--- src/rtl/core/btc_ram.sv ---
// ============================================================================
// btc_ram
// Generic simple dual-port RAM: one write port, one read port, registered read.
// ============================================================================
module btc_ram #(
    parameter int WIDTH = 64,
    parameter int DEPTH = 64
) (
    input  logic                     clk,
    input  logic                     we,
    input  logic [$clog2(DEPTH)-1:0] waddr,
    input  logic [WIDTH-1:0]         wdata,
    input  logic                     re,
    input  logic [$clog2(DEPTH)-1:0] raddr,
    output logic [WIDTH-1:0]         rdata
);

    logic [WIDTH-1:0] mem [DEPTH];

    always_ff @(posedge clk)
    begin
        if (we)
        begin
            mem[waddr] <= wdata;
        end
        if (re)
        begin
            rdata <= mem[raddr];
        end
    end

endmodule

--- config.mk ---
export PLATFORM = sky130hd
export DESIGN_NAME = btc_ram
export DESIGN_NICKNAME = d
export VERILOG_FILES = /design/src/rtl/core/btc_ram.sv
export SDC_FILE = /design/constraint.sdc
export NUM_CORES = 2
export LEC_CHECK = 0
export BUFFER_PORTS_ARGS = -buffer_cell sky130_fd_sc_hd__buf_2
export CAP_MARGIN = 25
export CORE_AREA = 2 2 673 675
export CTS_CLUSTER_DIAMETER = 100
export CTS_CLUSTER_SIZE = 16
export DETAILED_ROUTE_END_ITERATION = 16
export DIE_AREA = 0 0 675 677
export PLACE_DENSITY_LB_ADDON = 0.08
export SLEW_MARGIN = 20
export SYNTH_ARGS = -nofsm -noshare
export SYNTH_HDL_FRONTEND = slang
export SYNTH_SLANG_ARGS = --single-unit
--- constraint.sdc ---
create_clock -name clk -period 8.7 [get_ports clk]
set_input_delay 0.87 -clock clk [delete_from_list [all_inputs] [get_ports clk]]
set_output_delay 0.87 -clock clk [all_outputs]
set_load 0.02 [all_outputs]
-- Word-level counts from Yosys, hierarchy flattened
Memory sizes are Yosys's and may differ from the RTL's. A register that Yosys moved wholly into a read port is not among the register bits.
Cells that the tools add are included.
- flip-flop bits (word level): 0
- bits in latches: 0
- bits in writable memories: 4096
- bits in read-only memories: 0
- bits of input ports: 79
- output and inout port bits: 64
- logic and storage cells: 3
- memories: 1
- memory list (name ; words ; bits a word ; read ports ; clocked after memory_dff ; write ports ; line ; text):
    mem ; 64 ; 64 ; 1 ; 1 ; 1 ; 18 ; logic [WIDTH-1:0] mem [DEPTH];
- $add $sub $neg: 0
- multipliers: 0
- div/mod/pow operators: 0
- magnitude comparators: 0
- equal/unequal tests: 0
- shifts and indexed selects: 0
- multiplexer cells: 2
- bitwise gates (word level): 0
- reduce and logical (&&, ||, !) cells: 0
- operator list (operator ; number):
    $mux 1 ; 2

-- Logic depth before layout (Yosys ltp)
- depth in word-level cells: 2
- depth in mapped cells: 9
- depth with buffers taken out: 5

-- Worst setup path after synthesis
OpenSTA, ideal clock, no wires.
- kind: input port to flip-flop
- from: in waddr[3]
- to: mem mem[48][0] (enable)
- library setup time: 564 ps
- data arrival time: 5742 ps
- data required time: 8136 ps
- path slack: 2394 ps
- stages on the path: 4
- path buffers: 1
- cells stage by stage: clkbuf_1 -> nor2b_1 -> nand4b_1 -> nor3_1
- RTL lines (what ; line ; text):
    start, declared ; 11 ; input logic [$clog2(DEPTH)-1:0] waddr,
    end, declared ; 18 ;
No word-level cell before the write port.

==> results.yml <==
cts:
  cts-buffers-inserted: 299
  cts_resized: 0
  clk_path_buf_depth: 4
  cts_tree: "yes"
  clock_sinks: 4160
  ctsHtreeMaxLevel: 5
  cts_hold_buf: 0
  post_cts_buffers: 0
  clockRootBuffer: "clkbuf_16"
  path_clk_slew_ns: 0.07
  clock_latency_ns: 0.97
final_layout:
  stdcell_area_um2: 175000
  fin_cells: 12960
  multi_input_area_um2: 30790
  drive_gt1_frac: 0.2677
  fillers: 40110
  fin_nets: 7010
  syn_to_final_growth_pct: 11.48
  seq_area_um2: 124900
global_routing:
  grt_pass1_wl_mm: 690.4
  track_usage: 0.2219
  grt_pass1_vias: 76240
  grt-ovfl-total: 0
  antenna_found_initial: 52
  grt_max_degree: 101
placement:
  dp.cells: 12590
  dp_hpwl_mm: 268.8
  dp_slack_ns: 3.590
  port_buffers: 142
  gp_congestion: 0.7408
  placed_area_um2: 166400
critical_path:
  path_delay_family: "buffers and inverters"
  cpMostUsedCell: "buf_4"
  r2r_setup_slack_ns: 6.28
  start_kind: "input port"
  critPathSlowestCell: "buf_4"
  arrival_ns: 4.67
  crit_chain: "buf_8, buf_4, buf_4, mux4_2, or3_1, a41oi_1, a211oi_1"
  rr_endpoint: "rdata[48]$_DFFE_PP_"
  cp.required_ns: 9.36
  path_buf_inv: 3
  rr_startpoint: "mem[11][48]$_DFFE_PP_"
  critPathLaunch: "raddr[2]"
  path_max_fanout: 53
  slowest_delay_ns: 0.89
  criticalPathCategory: "input port to register"
  reg2reg_depth: 5
  cp-end-kind: "register"
sta:
  tightest_slew_ns: 1.103
  fin_crit_sh: 0.4614
  fmax_mhz: 249.1
  drv_slew: 0
  fin_skew_ns: 0.04173
  rsz0062_at_grt: "no"
  setup_ws_ns: 4.685
  setup_viol: 0
  hold_violations: 0
  slew_headroom: 0.2648
  finalCriticalPeriod_ns: 4.015
  finalSetupTns_ns: 0
power_and_ir_drop:
  ir_drop_mv: 0.1489
  power_switching_mw: 8.197
  swShare: 0.2188
  combPwrFrac: 0.054
  power_frac_seq: 0.595
  leakage_nw: 52.83
  powerDensity_nw_per_um2: 214.1
  pwr-share-clk: 0.351
  intPower_mw: 29.27
die:
  die_y_um: 677
  initial_utilization: 0.3484
  dieArea_um2: 457000
  die_x_um: 675
  core_um2: 450600
  io_pins: 143
  fp-row-count: 247
detailed_routing:
  routed_wl_mm: 512.5
  wl_per_cell_um: 39.55
  num_vias: 74170
  dr.first_iter.drc_count: 8120
  drc: 0
  ant_nets: 0
  vias_per_cell: 5.724
  drt-pass1-iter-count: 5
min_path:
  min_from: "wdata[49]"
  holdCritPathClass: "input port to register"
  holdPathStages: 1
  holdPathEnd: "mem[19][49]$_DFFE_PP_"
yosys:
  postSynthCellCount: 6598
  ys_async_sr_fraction: 0
  ys_types: 32
  syn_avg_cell_area_um2: 23.79
  ys_ff_latch: 4160
  synth_edf_count: 4160
  yosysWarnings: 0
  ys.flop_type: "edfxtp_1"
  synth_fp_nets: 6677
  ys_seq_area_frac: 0.7957
  syn_area_um2: 157000
outcome:
  status: "completed"
job:
  cap_violations: 0
-- flip-flops by register name (all words and copies together) (netlist names) --
| name | cells |
|---|---|
| mem | 4096 |
| rdata | 64 |
-- layout make-up --
class	count	area share
Clock buffer	310	0.04433
Timing Repair Buffer	402	0.02108
Inverter	19	0.0004075
Tap cell	5976	0.04272
Multi-Input combinational cell	2049	0.1759
Sequential cell	4160	0.7138
Clock inverter	18	0.001380
Antenna cell	23	0.0003289
-- kinds of logic after synthesis --
family,synth area share
AO/OA/AOI/OAI,0.02467
buffers and inverters,0.01176
flip-flops,0.7957
multiplexers,0.1555
AND/OR/NAND/NOR,0.01235
-- metal layers --
metal | global-route usage | part of all wire | vias to the layer above
met5 | 0 | 0.000070 | -
li1 | - | - | 28920
met2 | 0.3726 | 0.50 | 2139
met4 | 0.04117 | 0.020 | 8
met3 | 0.02414 | 0.047 | 478
met1 | 0.3160 | 0.44 | 42620
-- cells in the mapped netlist (all sizes together) (26+ instances only) --
library cell	instances	area, µm²
a211oi	63	473.0
a22o	88	770.7
a22oi	168	1261
a41oi	26	227.7
and3	64	400.4
buf	230	1249
clkbuf	140	525.5
edfxtp	4160	124900
mux2i	135	1351
mux4	1024	23060
nand2	58	217.7
nand3	45	225.2
nor2	112	420.4
nor2b	28	175.2
o221ai	38	332.8
o22ai	83	519.3
or2	28	175.2
or3	29	181.4
-- power groups by stage --
stage	combinational [mW]	sequential, mW	clock, mW
after floorplan	1.03	22.7	0
after global placement	2.00	22.8	0
after detailed placement	2.03	22.8	0
after CTS	2.04	22.3	13.5
after global routing	2.14	22.3	14.2
final	2.01	22.3	13.2
-- layout by cell type (no fill, tap or decap), types with 6 or more instances in the layout --
cell type  Yosys  routed
edfxtp_1    4160    4160
mux4_2      1024    1024
clkbuf_16      0     310
buf_4         34     224
a22oi_1      168     168
mux2i_1      135     135
buf_2        170     105
a22o_1        88      88
o22ai_1       83      83
nor2_4         0      65
and3_1        64      64
buf_12         0      63
a211oi_1      63      61
nand2_1       58      54
nor2_1       112      47
nand3_1       45      45
o221ai_1      38      38
or3_1         29      29
or2_2         28      28
a41oi_1       26      26
nor2b_1       28      24
diode_2        0      23
inv_1         19      19
a2bb2oi_1     19      19
a31oi_1       18      18
nand2b_1      11       9
clkinv_8       0       6
buf_16         0       6
-- metrics by stage --
stage	utilization	hold slack (ns)	power (mW)
finish	0.3884	0.2994	37.46
global route	0.3883	0.2612	38.62
CTS	0.3871	0.3233	37.88
detailed placement	0.3694	0.9014	24.79
global placement	0.3687	0.9180	24.75
floorplan	-	0.8648	23.77
-- worst reg2reg max path: cells and delay by family, from the launching register on --
family,cells,cell delay (ns)
AO/OA/AOI/OAI,2,0.84
flip-flops,1,0.37
multiplexers,1,0.48
AND/OR/NAND/NOR,2,0.48
-- how the worst max path moves through the flow --
stage,to,slack (ns),depth (start not counted)
after floorplan,mem[48][0]$_DFFE_PP_,2.39,4
after global placement,rdata[21]$_DFFE_PP_,3.62,7
after detailed placement,rdata[21]$_DFFE_PP_,3.59,7
after CTS,rdata[21]$_DFFE_PP_,4.63,7
after global routing,rdata[24]$_DFFE_PP_,4.58,8
final,rdata[13]$_DFFE_PP_,4.69,7
(Power assumes the default switching activity.)
